File: src/hw/rtl/kvcp_pkg.sv
package kvcp_pkg;

  localparam int unsigned NumKeys = 22;

  localparam logic [7:0] ChSemi  = 8'h3b;
  localparam logic [7:0] ChComma = 8'h2c;
  localparam logic [7:0] ChSpace = 8'h20;
  localparam logic [7:0] ChEqual = 8'h3d;
  localparam logic [7:0] ChPlus  = 8'h2b;
  localparam logic [7:0] ChMinus = 8'h2d;
  localparam logic [7:0] ChZero  = 8'h30;
  localparam logic [7:0] ChNine  = 8'h39;
  localparam logic [7:0] ChTab   = 8'h09;
  localparam logic [7:0] ChCr    = 8'h0d;

  localparam logic [7:0] KeyTable [NumKeys] = '{
    8'h61, 8'h69, 8'h49, 8'h70, 8'h66, 8'h74, 8'h6d, 8'h6f, 8'h73, 8'h76, 8'h78,
    8'h79, 8'h77, 8'h68, 8'h63, 8'h72, 8'h58, 8'h59, 8'h7a, 8'h43, 8'h71, 8'h64
  };

  typedef enum logic [2:0] {
    PH_BETWEEN   = 3'd0,
    PH_AFTER_KEY = 3'd1,
    PH_VALUE     = 3'd2,
    PH_PAYLOAD   = 3'd3,
    PH_FAILED    = 3'd4
  } phase_e;

  typedef enum logic [1:0] {
    NP_WS     = 2'd0,
    NP_SIGN   = 2'd1,
    NP_DIGITS = 2'd2,
    NP_STOP   = 2'd3
  } num_phase_e;

  typedef enum logic [1:0] {
    KIND_PAIR    = 2'd0,
    KIND_PAYLOAD = 2'd1,
    KIND_OK      = 2'd2,
    KIND_FAIL    = 2'd3
  } kind_e;

  typedef struct packed {
    kind_e       kind;
    logic [4:0]  key_slot;
    logic [31:0] number;
    logic [7:0]  first_char;
    logic [7:0]  payload_byte;
    logic        run_end;
  } result_t;

  typedef struct packed {
    logic [1:0] n;
    result_t    r0;
    result_t    r1;
  } push_t;

  typedef struct packed {
    logic       known;
    logic [4:0] slot;
  } key_hit_t;

  function automatic key_hit_t key_lookup(input logic [7:0] c);
    key_hit_t hit;
    hit = '0;
    for (int unsigned i = 0; i < NumKeys; i++) begin
      if (KeyTable[i] == c) begin
        hit.known = 1'b1;
        hit.slot  = 5'(i);
      end
    end
    return hit;
  endfunction

endpackage

File: src/hw/rtl/key_value_command_parser.sv
// channel  dir  tdata                                        tuser  tlast
// s_axis   in   [7:0] in_byte                                -      last_byte
// m_axis   out  [4:0] key_slot, [36:5] number,               kind   run_end
//               [44:37] first_char, [52:45] payload_byte
//
// one byte per cycle while the queue has room: parser state updates on the
// accepting edge and up to two results enter the four-entry queue at that same edge
// the number update is a times-ten shift-add with the sign folded in
// an item with two results drains as two output transfers; input stalls
// only while fewer than two queue entries are free
// reset puts the parser between pairs and empties the queue
module key_value_command_parser #(
  parameter int unsigned MAX_VALUE_CHARS = 15
) (
  input  logic        clk_i,
  input  logic        rst_ni,
  input  logic        s_axis_tvalid_i,
  output logic        s_axis_tready_o,
  input  logic [7:0]  s_axis_tdata_i,   // in_byte
  input  logic        s_axis_tlast_i,   // last_byte
  output logic        m_axis_tvalid_o,
  input  logic        m_axis_tready_i,
  output logic [55:0] m_axis_tdata_o,   // key_slot, number, first_char, payload_byte
  output logic [1:0]  m_axis_tuser_o,   // kind
  output logic        m_axis_tlast_o    // run_end
);

  kvcp_pkg::push_t   push;
  kvcp_pkg::result_t head;
  logic              accept;

  assign accept = s_axis_tvalid_i && s_axis_tready_o;

  kvcp_parser #(
    .MAX_VALUE_CHARS(MAX_VALUE_CHARS)
  ) u_parser (
    .clk_i    (clk_i),
    .rst_ni   (rst_ni),
    .accept_i (accept),
    .byte_i   (s_axis_tdata_i),
    .last_i   (s_axis_tlast_i),
    .push_o   (push)
  );

  kvcp_result_queue u_queue (
    .clk_i   (clk_i),
    .rst_ni  (rst_ni),
    .push_i  (push),
    .room_o  (s_axis_tready_o),
    .valid_o (m_axis_tvalid_o),
    .ready_i (m_axis_tready_i),
    .head_o  (head)
  );

  assign m_axis_tdata_o = {3'b000, head.payload_byte, head.first_char, head.number,
                           head.key_slot};
  assign m_axis_tuser_o = head.kind;
  assign m_axis_tlast_o = head.run_end;

endmodule

File: src/hw/rtl/kvcp_parser.sv
module kvcp_parser #(
  parameter int unsigned MAX_VALUE_CHARS = 15
) (
  input  logic              clk_i,
  input  logic              rst_ni,
  input  logic              accept_i,
  input  logic [7:0]        byte_i,
  input  logic              last_i,
  output kvcp_pkg::push_t   push_o
);

  localparam int unsigned CntW = $clog2(MAX_VALUE_CHARS + 1);

  kvcp_pkg::phase_e     phase_q, phase_d;
  kvcp_pkg::num_phase_e np_q, np_d;
  logic [4:0]           key_q, key_d;
  logic                 known_q, known_d;
  logic [31:0]          num_q, num_d;
  logic                 neg_q, neg_d;
  logic [CntW-1:0]      cnt_q, cnt_d;
  logic [7:0]           fchar_q, fchar_d;

  kvcp_pkg::key_hit_t   hit;
  kvcp_pkg::result_t    main_res, end_res;
  logic                 has_main, fail;
  logic                 is_digit, is_ws, is_sign;
  logic [31:0]          num_x10, num_step, digit;

  assign hit      = kvcp_pkg::key_lookup(byte_i);
  assign is_digit = (byte_i >= kvcp_pkg::ChZero) && (byte_i <= kvcp_pkg::ChNine);
  assign is_ws    = (byte_i == kvcp_pkg::ChSpace) ||
                    ((byte_i >= kvcp_pkg::ChTab) && (byte_i <= kvcp_pkg::ChCr));
  assign is_sign  = (byte_i == kvcp_pkg::ChPlus) || (byte_i == kvcp_pkg::ChMinus);
  assign digit    = {28'b0, byte_i[3:0]};

  // the sign is folded in as digits arrive: -(10a + d) = 10(-a) - d
  assign num_x10  = {num_q[28:0], 3'b000} + {num_q[30:0], 1'b0};
  assign num_step = neg_q ? (num_x10 - digit) : (num_x10 + digit);

  always_comb begin
    phase_d  = phase_q;
    np_d     = np_q;
    key_d    = key_q;
    known_d  = known_q;
    num_d    = num_q;
    neg_d    = neg_q;
    cnt_d    = cnt_q;
    fchar_d  = fchar_q;
    fail     = 1'b0;
    has_main = 1'b0;
    main_res = '0;

    unique case (phase_q)
      kvcp_pkg::PH_BETWEEN: begin
        if (byte_i == kvcp_pkg::ChSemi) begin
          phase_d = kvcp_pkg::PH_PAYLOAD;
        end else if ((byte_i != kvcp_pkg::ChComma) && (byte_i != kvcp_pkg::ChSpace)) begin
          known_d = hit.known;
          key_d   = hit.slot;
          phase_d = kvcp_pkg::PH_AFTER_KEY;
          fail    = last_i;
        end
      end
      kvcp_pkg::PH_AFTER_KEY: begin
        if (byte_i == kvcp_pkg::ChEqual) begin
          num_d   = '0;
          neg_d   = 1'b0;
          np_d    = kvcp_pkg::NP_WS;
          cnt_d   = '0;
          fchar_d = '0;
          phase_d = kvcp_pkg::PH_VALUE;
        end else begin
          phase_d = kvcp_pkg::PH_FAILED;
          fail    = 1'b1;
        end
      end
      kvcp_pkg::PH_VALUE: begin
        if ((byte_i == kvcp_pkg::ChComma) || (byte_i == kvcp_pkg::ChSemi)) begin
          has_main = 1'b1;
          phase_d  = (byte_i == kvcp_pkg::ChSemi) ? kvcp_pkg::PH_PAYLOAD
                                                  : kvcp_pkg::PH_BETWEEN;
        end else begin
          if (cnt_q < CntW'(MAX_VALUE_CHARS)) begin
            if (cnt_q == '0) begin
              fchar_d = byte_i;
            end
            cnt_d = cnt_q + CntW'(1);
            if ((np_q == kvcp_pkg::NP_WS) && is_ws) begin
              np_d = np_q;
            end else if ((np_q == kvcp_pkg::NP_WS) && is_sign) begin
              neg_d = (byte_i == kvcp_pkg::ChMinus);
              np_d  = kvcp_pkg::NP_SIGN;
            end else if (np_q == kvcp_pkg::NP_STOP) begin
              np_d = np_q;
            end else if (is_digit) begin
              num_d = num_step;
              np_d  = kvcp_pkg::NP_DIGITS;
            end else begin
              np_d = kvcp_pkg::NP_STOP;
            end
          end
          has_main = last_i;
        end
        has_main = has_main && known_q && (cnt_d != '0);
        main_res.kind       = kvcp_pkg::KIND_PAIR;
        main_res.key_slot   = key_q;
        main_res.number     = num_d;
        main_res.first_char = fchar_d;
      end
      kvcp_pkg::PH_PAYLOAD: begin
        has_main              = 1'b1;
        main_res.kind         = kvcp_pkg::KIND_PAYLOAD;
        main_res.payload_byte = byte_i;
      end
      kvcp_pkg::PH_FAILED: begin
        fail = 1'b1;
      end
      default: begin
        phase_d = kvcp_pkg::PH_BETWEEN;
      end
    endcase

    main_res.run_end = !last_i;
    end_res          = '0;
    end_res.kind     = fail ? kvcp_pkg::KIND_FAIL : kvcp_pkg::KIND_OK;
    end_res.run_end  = 1'b1;

    push_o = '0;
    if (accept_i) begin
      push_o.n  = {1'b0, has_main} + {1'b0, last_i};
      push_o.r0 = has_main ? main_res : end_res;
      push_o.r1 = end_res;
    end

    // end of command returns to the idle state
    if (last_i) begin
      phase_d = kvcp_pkg::PH_BETWEEN;
      key_d   = '0;
      known_d = 1'b0;
      num_d   = '0;
      neg_d   = 1'b0;
      np_d    = kvcp_pkg::NP_WS;
      cnt_d   = '0;
      fchar_d = '0;
    end
  end

  always_ff @(posedge clk_i or negedge rst_ni) begin
    if (!rst_ni) begin
      phase_q <= kvcp_pkg::PH_BETWEEN;
      np_q    <= kvcp_pkg::NP_WS;
      key_q   <= '0;
      known_q <= 1'b0;
      num_q   <= '0;
      neg_q   <= 1'b0;
      cnt_q   <= '0;
      fchar_q <= '0;
    end else if (accept_i) begin
      phase_q <= phase_d;
      np_q    <= np_d;
      key_q   <= key_d;
      known_q <= known_d;
      num_q   <= num_d;
      neg_q   <= neg_d;
      cnt_q   <= cnt_d;
      fchar_q <= fchar_d;
    end
  end

endmodule

File: src/hw/rtl/kvcp_result_queue.sv
module kvcp_result_queue (
  input  logic              clk_i,
  input  logic              rst_ni,
  input  kvcp_pkg::push_t   push_i,
  output logic              room_o,
  output logic              valid_o,
  input  logic              ready_i,
  output kvcp_pkg::result_t head_o
);

  localparam int unsigned Depth = 4;

  kvcp_pkg::result_t entry_q [Depth];
  kvcp_pkg::result_t entry_d [Depth];
  logic [2:0]        count_q, count_d;
  logic [2:0]        base;
  logic              pop;

  assign valid_o = (count_q != 3'd0);
  assign room_o  = (count_q <= 3'd2);
  assign head_o  = entry_q[0];
  assign pop     = valid_o && ready_i;
  assign base    = count_q - {2'b00, pop};

  // shift register queue, head always at entry zero
  always_comb begin
    for (int unsigned j = 0; j < Depth; j++) begin
      if (pop && (j < Depth - 1)) begin
        entry_d[j] = entry_q[j+1];
      end else begin
        entry_d[j] = entry_q[j];
      end
      if ((push_i.n != 2'd0) && (3'(j) == base)) begin
        entry_d[j] = push_i.r0;
      end
      if ((push_i.n == 2'd2) && (3'(j) == base + 3'd1)) begin
        entry_d[j] = push_i.r1;
      end
    end
    count_d = base + {1'b0, push_i.n};
  end

  always_ff @(posedge clk_i or negedge rst_ni) begin
    if (!rst_ni) begin
      count_q <= 3'd0;
    end else begin
      count_q <= count_d;
    end
  end

  always_ff @(posedge clk_i) begin
    for (int unsigned j = 0; j < Depth; j++) begin
      entry_q[j] <= entry_d[j];
    end
  end

endmodule
File: config.mk
export PLATFORM = sky130hd
export DESIGN_NAME = key_value_command_parser
export DESIGN_NICKNAME = d
export VERILOG_FILES = /design/src/hw/rtl/kvcp_pkg.sv /design/src/hw/rtl/key_value_command_parser.sv /design/src/hw/rtl/kvcp_parser.sv /design/src/hw/rtl/kvcp_result_queue.sv
export SDC_FILE = /design/constraint.sdc
export NUM_CORES = 1
export LEC_CHECK = 0
export BUFFER_PORTS_ARGS = -buffer_cell sky130_fd_sc_hd__buf_2
export CAP_MARGIN = 10
export CORE_UTILIZATION = 65
export DETAILED_ROUTE_END_ITERATION = 6
export PLACE_DENSITY_LB_ADDON = 0.12
export SYNTH_ARGS = -nofsm -noshare
export SYNTH_HDL_FRONTEND = slang
export SYNTH_SLANG_ARGS = --single-unit
export TNS_END_PERCENT = 20
File: constraint.sdc
create_clock -name clk_i -period 11.3 [get_ports clk_i]
set_clock_uncertainty 0.05 [all_clocks]
set_input_delay 0.565 -clock clk_i [delete_from_list [all_inputs] [get_ports clk_i]]
set_output_delay 0.565 -clock clk_i [all_outputs]
set_load 0.02 [all_outputs]
[Word level (Yosys, flattened, before mapping)]
Memories as Yosys holds them, arrays and structs flattened.
Index checks and enable logic that the tools add are counted.
Widths: inputs -> output; s select.
Word-level totals
  RAM bits: 224
  logic and storage cells: 213
  bits in registers: 59
  memories: 1
Memories
  u_queue.entry_q: depth 4, width 56, read ports 4, clocked after Yosys merged registers in 0, wr ports 4, RTL line kvcp_result_queue.sv:13  | kvcp_pkg::result_t entry_q [Depth];
Cells by class
  reduce and logical (&&, ||, !) cells: 38
  muxes and demuxes: 99
  equal/unequal tests: 52
  add/sub/neg operators: 8
  $lt $le $gt $ge: 6
Operators with widths (count)
  $mux 56: 12
  $mux 32: 9
  $eq 7x8->1 const A: 22
  $mux 6: 22
  $mux 114: 1
  $pmux 32 s2: 1
  $eq 8x6->1 const B: 6
  $mux 8: 6
  $mux 45: 1
  $add 32x32->32: 1
  $add 32x4->32: 1
  $sub 32x4->32: 1
  $mux 4: 5
  $mux 5: 4
  $mux 1: 18
  $logic_and 1x1->1: 17
  $mux 2: 8
  $ne 8x6->1 const B: 2
  $pmux 8 s2: 1
  $mux 3: 5
  $reduce_and 7->1: 2
  $eq 2x3->1 const A: 4
  $ne 3x2->1 const B: 4
  $pmux 3 s4: 1
  other kinds (36): 49

[Logic depth before layout (Yosys ltp)]
Gate-level depths: netlist (run 1).
  depth after elaboration: 27
  gate-level depth with buffers: 16
  depth with buffers taken out: 13

[By module]
Synthesis (run 1) repeated with hierarchy kept, for this count alone.
Second synthesis, totals
  cell total of the unflattened synthesis: 2257
  area, all modules: 20551.0 sq um
By module, submodules not included
  kvcp_result_queue: cells an instance 1213, times used 1, area an instance 12933.7 sq um
  kvcp_parser: cells an instance 1039, times used 1, area an instance 7584.8 sq um
  key_value_command_parser: cells an instance 5, times used 1, area an instance 32.5 sq um

[Worst setup path before layout (run 1)]
No wires, ideal clock.
  kind: input to register
  start: input port s_axis_tdata_i[1]
  end: memory u_queue.entry_q[3][0] in the netlist's numbering (enable)
  library setup time: 0.300 ns
  stages on the path: 15
  path slack: 6.989 ns
  buffers on the path: 3
  arrival time: 3.960 ns
  cells stage by stage: clkbuf_1 -> nor2b_1 -> a32oi_1 -> o21ai_1 -> mux2_2 -> o31ai_1 -> and2_1 -> nor2_1 -> ha_1 -> nand4b_1 -> nor2_1 -> clkbuf_1 -> nor2_1 -> clkbuf_1 -> inv_1
RTL lines
  start, declared: RTL line key_value_command_parser.sv:19  | input logic [7:0] s_axis_tdata_i,
  end, declared: RTL line kvcp_result_queue.sv:13

==> run_results.csv, run 1 <==
group,metric,value,unit
flow_run,max_cap_violations,0,
cts,htreeDepth,1,
synthesis,synth_edf_count,12,
placement,place_congestion,0.988,
route,antenna_left,0,
timing,setup_viol,0,
synthesis,ys_types,98,
timing,timing.final.ws_setup,5.94,ns
timing,fin_crit,5.36,ns
placement,dpl_cell_area,17400,um2
cts,cts_root_buffer,"clkbuf_16",
global_routing,grt_pass1_wl,78900,um
worst_setup_path,start_kind,"register",
route,wire_per_inst,19.2,um
worst_setup_path,cp-end-kind,"register",
worst_setup_path,worstSetupPathType,"register to register",
route,drt_pass1_iterations,6,
final_layout,syn_to_final_growth,7.95,%
timing,rsz0062_at_grt,"false",
outcome,status,"finished clean",
power,p_leak,7.37,nW
final_layout,postLayoutCellArea,18400,um2
cts,ctsResizeCount,0,
cts,cts_setup_buffers,0,
timing,maxSlewHeadroom,13.1,%
worst_setup_path,cp.required,11.65,ns
global_routing,antenna_found_initial,0,
die,die_w,164,um
final_layout,final_cell_mix,"nand2_1 (536), a21oi_1 (259), dfxtp_1 (212), nor2_1 (201), nand3_1 (93)",
cts,cts_made_buffers,30,
die,core_area,25500,um2
placement,place_inst,2562,
placement,port_buffers,70,
global_routing,grt-ovfl-total,0,
route,first_iter_violations,2222,
die,rows,58,
synthesis,yosysTopAreaCellShare,24.9,%
final_layout,antenna-diode-count,0,
final_layout,utilization,72.3,%
timing,post-route-period-util,47.4,%
synthesis,ys_seq_area_share,35.7,%
final_layout,mostFrequentLayoutCell,"nand2_1",
final_layout,seq_area,6080,um2
die,die_y,164,um
synthesis,avgSynthCellArea,7.40,um2
timing,tns,0,ns
placement,dpl.hpwl,34600,um
cts,cts_tree,"done",
die,io_pins,74,
worst_setup_path,crit_fanout,76,
final_layout,multi_input_area,10200,um2
route,drt-total-wl,50300,um
die,die-area,26900,um2
route,via_count,17000,
final_layout,layout.nets,2323,
synthesis,synth-warning-count,0,
synthesis,synthArstFlopShare,20.8,%
global_routing,grt_pass1_vias,14900,
power,ir_drop,199,uV
final_layout,drive_above_1_share,9.14,%
synthesis,synthFlopType,"dfxtp_1",
worst_setup_path,arrival,5.71,ns
synthesis,synth_top_area_cell,"dfxtp_1",
timing,hold_slack,0.147,ns
global_routing,grt_max_degree,88,
timing,hold_viol_final,0,
cts,clk_pin_slew,0.06,ns
cts,cts_hold_buf,0,
cts,clock_sinks,283,
route,via_per_inst,6.50,
synthesis,ys_ff_latch,283,
power,power.total,2.82,mW
cts,clockBufferDepth,3,
synthesis,synth_area_leaders,"dfxtp_1 (25%), nand2_1 (12%), dfrtp_1 (8.7%)",
global_routing,grt_usage,36.8,%
placement,dp_slack,5.62,ns
timing,fmax,187,MHz
timing,maxSlewViolCount,0,
synthesis,netlist_area,17100,um2
die,start_util,67.0,%
route,drc_errors,0,
cts,clk_latency,0.57,ns
final_layout,nFillCells,2088,
power,p_per_area,153,nW/um2
min_path,hold_path.class,"primary input to asynchronous set/reset pin",
synthesis,synthCells,2306,
final_layout,final_cells,2616,
timing,worstMarginPinSlew,1.30,ns
-- per-layer routing --
metal / GRT usage, % / vias to the layer above / wire (um)
met2: 55.0 / 844 / 21800
met1: 55.0 / 8014 / 22400
met3: 6.21 / 68 / 5340
met4: 8.54 / 0 / 816
li1: - / 8074 / -
met5: 0 / - / 0
-- path summary, 6_finish.rpt --
check,slack (ns),cells past startpoint,start,to
setup / recovery,5.94,12,u_queue.count_q[2]$_DFF_PN0_,u_queue.entry_q[0][33]$_SDFFE_PP0P_
hold / removal,0.15,2,rst_ni,u_parser.np_q[1]$_DFFE_PN0P_
setup reg to reg,5.94,12,u_queue.count_q[2]$_DFF_PN0_,u_queue.entry_q[0][33]$_SDFFE_PP0P_
hold reg to reg,0.41,2,u_queue.entry_q[3][32]$_SDFFE_PP0P_,u_queue.entry_q[3][32]$_SDFFE_PP0P_
max in group asynchronous,10.50,2,rst_ni,u_parser.num_q[11]$_DFFE_PN0P_
min in group clk_i,0.33,3,s_axis_tdata_i[5],u_queue.entry_q[3][6]$_SDFFE_PP0P_
-- cell families after synthesis --
group,share of synthesized area [%]
multiplexers,1.75
AND/OR/NAND/NOR,28.0
buffers and inverters,4.67
other,0.0220
flip-flops,35.7
adder cells (fa/ha/maj),3.55
XOR/XNOR,2.29
AO/OA/AOI/OAI,24.1
-- sequential cells by signal, indices dropped and copies added (netlist names) --
register          flops
u_parser.cnt_q        4
u_parser.fchar_q      8
u_parser.key_q        5
u_parser.known_q      1
u_parser.neg_q        1
u_parser.np_q         2
u_parser.num_q       32
u_parser.phase_q      3
u_queue.count_q       3
u_queue.entry_q     224
-- power by group --
part | internal (mW) | switching [mW]
registers | 1.14 | 0.0708
clock network | 0.582 | 0.410
logic | 0.193 | 0.431
-- area by class of cell --
| cell class | instances | share of cell area (%) |
|---|---|---|
| clock buffers | 48 | 5.22 |
| clock inverters | 6 | 0.319 |
| inverters | 33 | 0.686 |
| multi-input cells | 1822 | 55.6 |
| flip-flops and latches | 283 | 33.0 |
| well taps | 330 | 2.24 |
| repair buffers | 94 | 2.88 |
-- critical path: stages (launching register included) --
cell	delay [ns]
dfrtp_1	0.40
or3_1	0.47
nand2_4	0.65
inv_4	0.50
ha_1	0.36
ha_1	0.19
xnor2_1	0.29
o211ai_1	0.40
nor2_4	0.81
buf_4	0.54
o21ai_0	0.16
a31oi_1	0.19
a211oi_1	0.07
-- synthesized netlist by cell type (15+ instances only) --
library cell / count
a21oi_1: 259
a32oi_1: 18
xnor2_1: 21
buf_2: 15
nor2_1: 207
a211oi_1: 31
a21o_1: 16
o31ai_1: 15
inv_1: 30
a22o_1: 24
nand2_1: 537
o211ai_1: 15
nor3_1: 43
and3_1: 39
or3_1: 21
dfrtp_1: 59
dfxtp_1: 212
a31oi_1: 65
clkbuf_1: 140
mux2i_1: 23
and2_1: 19
nand4_1: 19
o21ai_1: 23
o21a_1: 15
nand3_1: 93
o21ai_0: 70
xor2_1: 18
ha_1: 42
Note: power is estimated with default switching activity, not from simulation.
==> run 2, diff against run 1 <==
--- a/config.mk
+++ b/config.mk
@@ -5,9 +5,10 @@
 export SDC_FILE = /design/constraint.sdc
 export NUM_CORES = 1
 export LEC_CHECK = 0
+export ABC_AREA = 1
 export BUFFER_PORTS_ARGS = -buffer_cell sky130_fd_sc_hd__buf_2
 export CAP_MARGIN = 10
-export CORE_UTILIZATION = 65
+export CORE_UTILIZATION = 57
 export DETAILED_ROUTE_END_ITERATION = 6
 export PLACE_DENSITY_LB_ADDON = 0.12
 export SYNTH_ARGS = -nofsm -noshare
==> constraint.sdc (replaced) <==
create_clock -name clk_i -period 4.4 [get_ports clk_i]
set_clock_uncertainty 0.05 [all_clocks]
set_input_delay 0.22 -clock clk_i [delete_from_list [all_inputs] [get_ports clk_i]]
set_output_delay 0.22 -clock clk_i [all_outputs]
set_load 0.02 [all_outputs]
==> run_results.csv, run 2 <==
group,metric,value,unit
outcome,status,"finished clean",
route,dr_wl_met2,22800,um
min_path,holdCritStartpoint,"s_axis_tdata_i[6]",
route,highest_layer,"met4",
timing,worstMarginPinSlew,1.03,ns
die,rows,62,
synthesis,synthFlopType,"dfxtp_1",
synthesis,synthCells,2539,
route,drt_pass1_iterations,5,
final_layout,antenna-diode-count,0,
global_routing,grt_max_degree,87,
timing,fin_crit,3.85,ns
power,ir_drop,421,uV
die,die_y,173,um
cts,cts_setup_buffers,0,
synthesis,synth_edf_count,12,
route,wl_met1,21600,um
worst_setup_path,start_kind,"register",
min_path,hold_path.class,"primary input to register",
flow_run,max_cap_violations,0,
worst_setup_path,r2r_slack,0.55,ns
route,drc_errors,0,
worst_setup_path,crit_cells,20,
global_routing,antenna_found_initial,0,
route,routed-wl-met3,2290,um
cts,cts_made_buffers,31,
cts,clk_pin_slew,0.06,ns
worst_setup_path,cp.required,4.79,ns
power,p_per_area,546,nW/um2
worst_setup_path,worstSetupPathType,"register to register",
placement,dp_slack,0.391,ns
placement,place_congestion,0.929,
timing,maxSlewHeadroom,30.7,%
global_routing,grt_usage,32.4,%
cts,clockBufferDepth,3,
timing,fmax,260,MHz
cts,clock_sinks,283,
die,io_pins,74,
die,die_w,173,um
worst_setup_path,slowest_delay,0.54,ns
synthesis,yosysTopAreaCellShare,25.4,%
worst_setup_path,crit_fanout,4,
synthesis,avgSynthCellArea,6.59,um2
synthesis,ys_ff_latch,283,
final_layout,drive_above_1_share,10.4,%
worst_setup_path,crit_path_frequent_cell,"nand2_1",
synthesis,synth_area_leaders,"dfxtp_1 (25%), nand2_1 (19%), dfrtp_1 (8.8%)",
synthesis,synth_top_area_cell,"dfxtp_1",
worst_setup_path,reg2regPathDepth,20,
final_layout,final_cell_mix,"nand2_1 (828), inv_1 (257), dfxtp_1 (212), nor2_1 (203), nand3_1 (165)",
final_layout,top_register,"u_queue.entry_q",
final_layout,syn_to_final_growth,10.5,%
route,first_iter_violations,1501,
synthesis,synthArstFlopShare,20.8,%
timing,hold_viol_final,0,
timing,post-route-period-util,87.6,%
worst_setup_path,timing.critical_path.buf_inv,2,
global_routing,grt_pass1_vias,15800,
timing,rsz0062_at_grt,"false",
timing,timing.final.ws_setup,0.547,ns
worst_setup_path,cp_cell_sequence,"ha_1 -> inv_1 -> fa_1 -> inv_1 -> nand2_1 -> nand2_1 -> nand3_1 -> nand2_2 -> xnor2_1 -> nand2_1 -> nor4_1 -> nand4_1 -> nand2_1 -> nand2_1 -> nand2_1 -> nand2_1 -> nand3_2 -> nand2_1 -> nand2_1 -> nand2_1",
global_routing,grt_pass1_wl,79800,um
worst_setup_path,slowest_stage,"nor4_1",
timing,setup_viol,0,
power,p_leak,8.57,nW
synthesis,ys_seq_area_share,36.3,%
die,core_area,28800,um2
die,start_util,58.2,%
min_path,min_to,"u_parser.fchar_q[6]$_DFFE_PN0P_",
synthesis,synth-warning-count,0,
route,antenna_left,0,
worst_setup_path,r2r-start,"u_parser.num_q[2]$_DFFE_PN0P_",
final_layout,layout.nets,2633,
min_path,min_path_cells,5,
global_routing,grt-ovfl-total,0,
die,die-area,30100,um2
cts,htreeDepth,1,
placement,port_buffers,70,
placement,dpl.hpwl,35300,um
cts,cts_root_buffer,"clkbuf_16",
synthesis,synth.most_common_cell,"nand2_1",
timing,tns,0,ns
synthesis,netlist_area,16700,um2
timing,maxSlewViolCount,0,
worst_setup_path,cp-end-kind,"register",
worst_setup_path,arrival,4.25,ns
worst_setup_path,critPathTopFamily,"simple AND/OR/NAND/NOR gates",
final_layout,mostFrequentLayoutCell,"nand2_1",
route,via_count,16700,
synthesis,ys_types,56,
route,wire_per_inst,16.3,um
worst_setup_path,reg2reg_to,"u_queue.entry_q[0][45]$_SDFFE_PP0P_",
route,via_per_inst,5.60,
route,drt-total-wl,48500,um
synthesis,synthTopCellsByCount,"nand2_1 (828), inv_1 (257), dfxtp_1 (212)",
final_layout,largest_reg_flops,224,
cts,cts_tree,"done",
final_layout,largest_registers,"u_queue.entry_q (224), u_parser.num_q (32), u_parser.fchar_q (8)",
cts,clk_latency,0.57,ns
## run 2: cell types whose count changed after synthesis, sizes merged, moves of 22 or more
cell and change:
a31oi -44, inv +251, a211oi -31, o211ai +68, a22o -22, and3 -38, nand2 +315, clkbuf -69
a21oi -128, mux2i -22, nor2 +23, o21ai +77, nand3 +98
## run 2: timing repair
item | 4_1_cts | 5_1_grt
hold buffers | 2 | 0
resized for setup | 0 | 0
hold endpoints to repair | 60 | 0
## run 2: stage by stage
step                      hold WS [ns]  area [um2]  power (mW)  util (%)  std cells
final                           0.0663       18500        10.1      64.2       2979
after global routing            0.0766       18500        10.8      64.2       2979
after CTS                       0.0527       18500        10.1      64.2       2979
after detailed placement         0.380       17500        7.48      60.6       2923
after global placement           0.363       17500        7.40      60.6       2923
after floorplan                 -0.126       16700        6.38         -       2541
## run 2: power breakdown
part / internal, mW / leakage (nW) / switching, mW
Clock: 1.52 / 0.509 / 1.07
Sequential: 3.37 / 2.66 / 0.413
Combinational: 1.18 / 5.41 / 2.54
## run 2: final cells by class
cell class	count	area, um2
inverters	283	1060
flip-flops and latches	283	6080
well taps	384	480
repair buffers	108	678
fillers	2623	10300
multi-input cells	1867	9170
clock buffers	44	926
clock inverters	10	92.6
## run 2: per-layer routing
layer  vias up  global-route usage (%)
met3       111                    2.85
met1      7725                    42.7
li1       8356                       -
met4         0                    11.8
met2       495                    55.2
met5         -                       0
## run 2: worst max-delay path by stage
stage                                              from                                  end  slack, ns
final                     u_parser.num_q[2]$_DFFE_PN0P_  u_queue.entry_q[0][45]$_SDFFE_PP0P_       0.55
after global routing      u_parser.num_q[2]$_DFFE_PN0P_  u_queue.entry_q[2][46]$_SDFFE_PP0P_       0.18
after floorplan            u_queue.count_q[2]$_DFF_PN0_      u_queue.entry_q[0][0]$_DFFE_PP_       0.72
after detailed placement              s_axis_tdata_i[7]  u_queue.entry_q[0][30]$_SDFFE_PP0P_       0.39
after global placement                s_axis_tdata_i[7]  u_queue.entry_q[0][30]$_SDFFE_PP0P_       0.60
after CTS                 u_parser.num_q[2]$_DFFE_PN0P_  u_queue.entry_q[2][46]$_SDFFE_PP0P_       0.62
## run 2: cell families after synthesis
| kind of cell | synth area share (%) |
|---|---|
| other cells | 0.0224 |
| mux | 0.0598 |
| flops | 36.3 |
| compound gates | 15.4 |
| simple gates | 34.6 |
| fa+ha+maj | 3.62 |
| xor+xnor | 0.733 |
| buf+inv | 9.17 |
## run 2: worst min-delay path, cell delays in order
cell and delay (ns):
buf_2 0.10, inv_1 0.09, a21oi_1 0.10, nand2_1 0.07, nand2_1 0.05
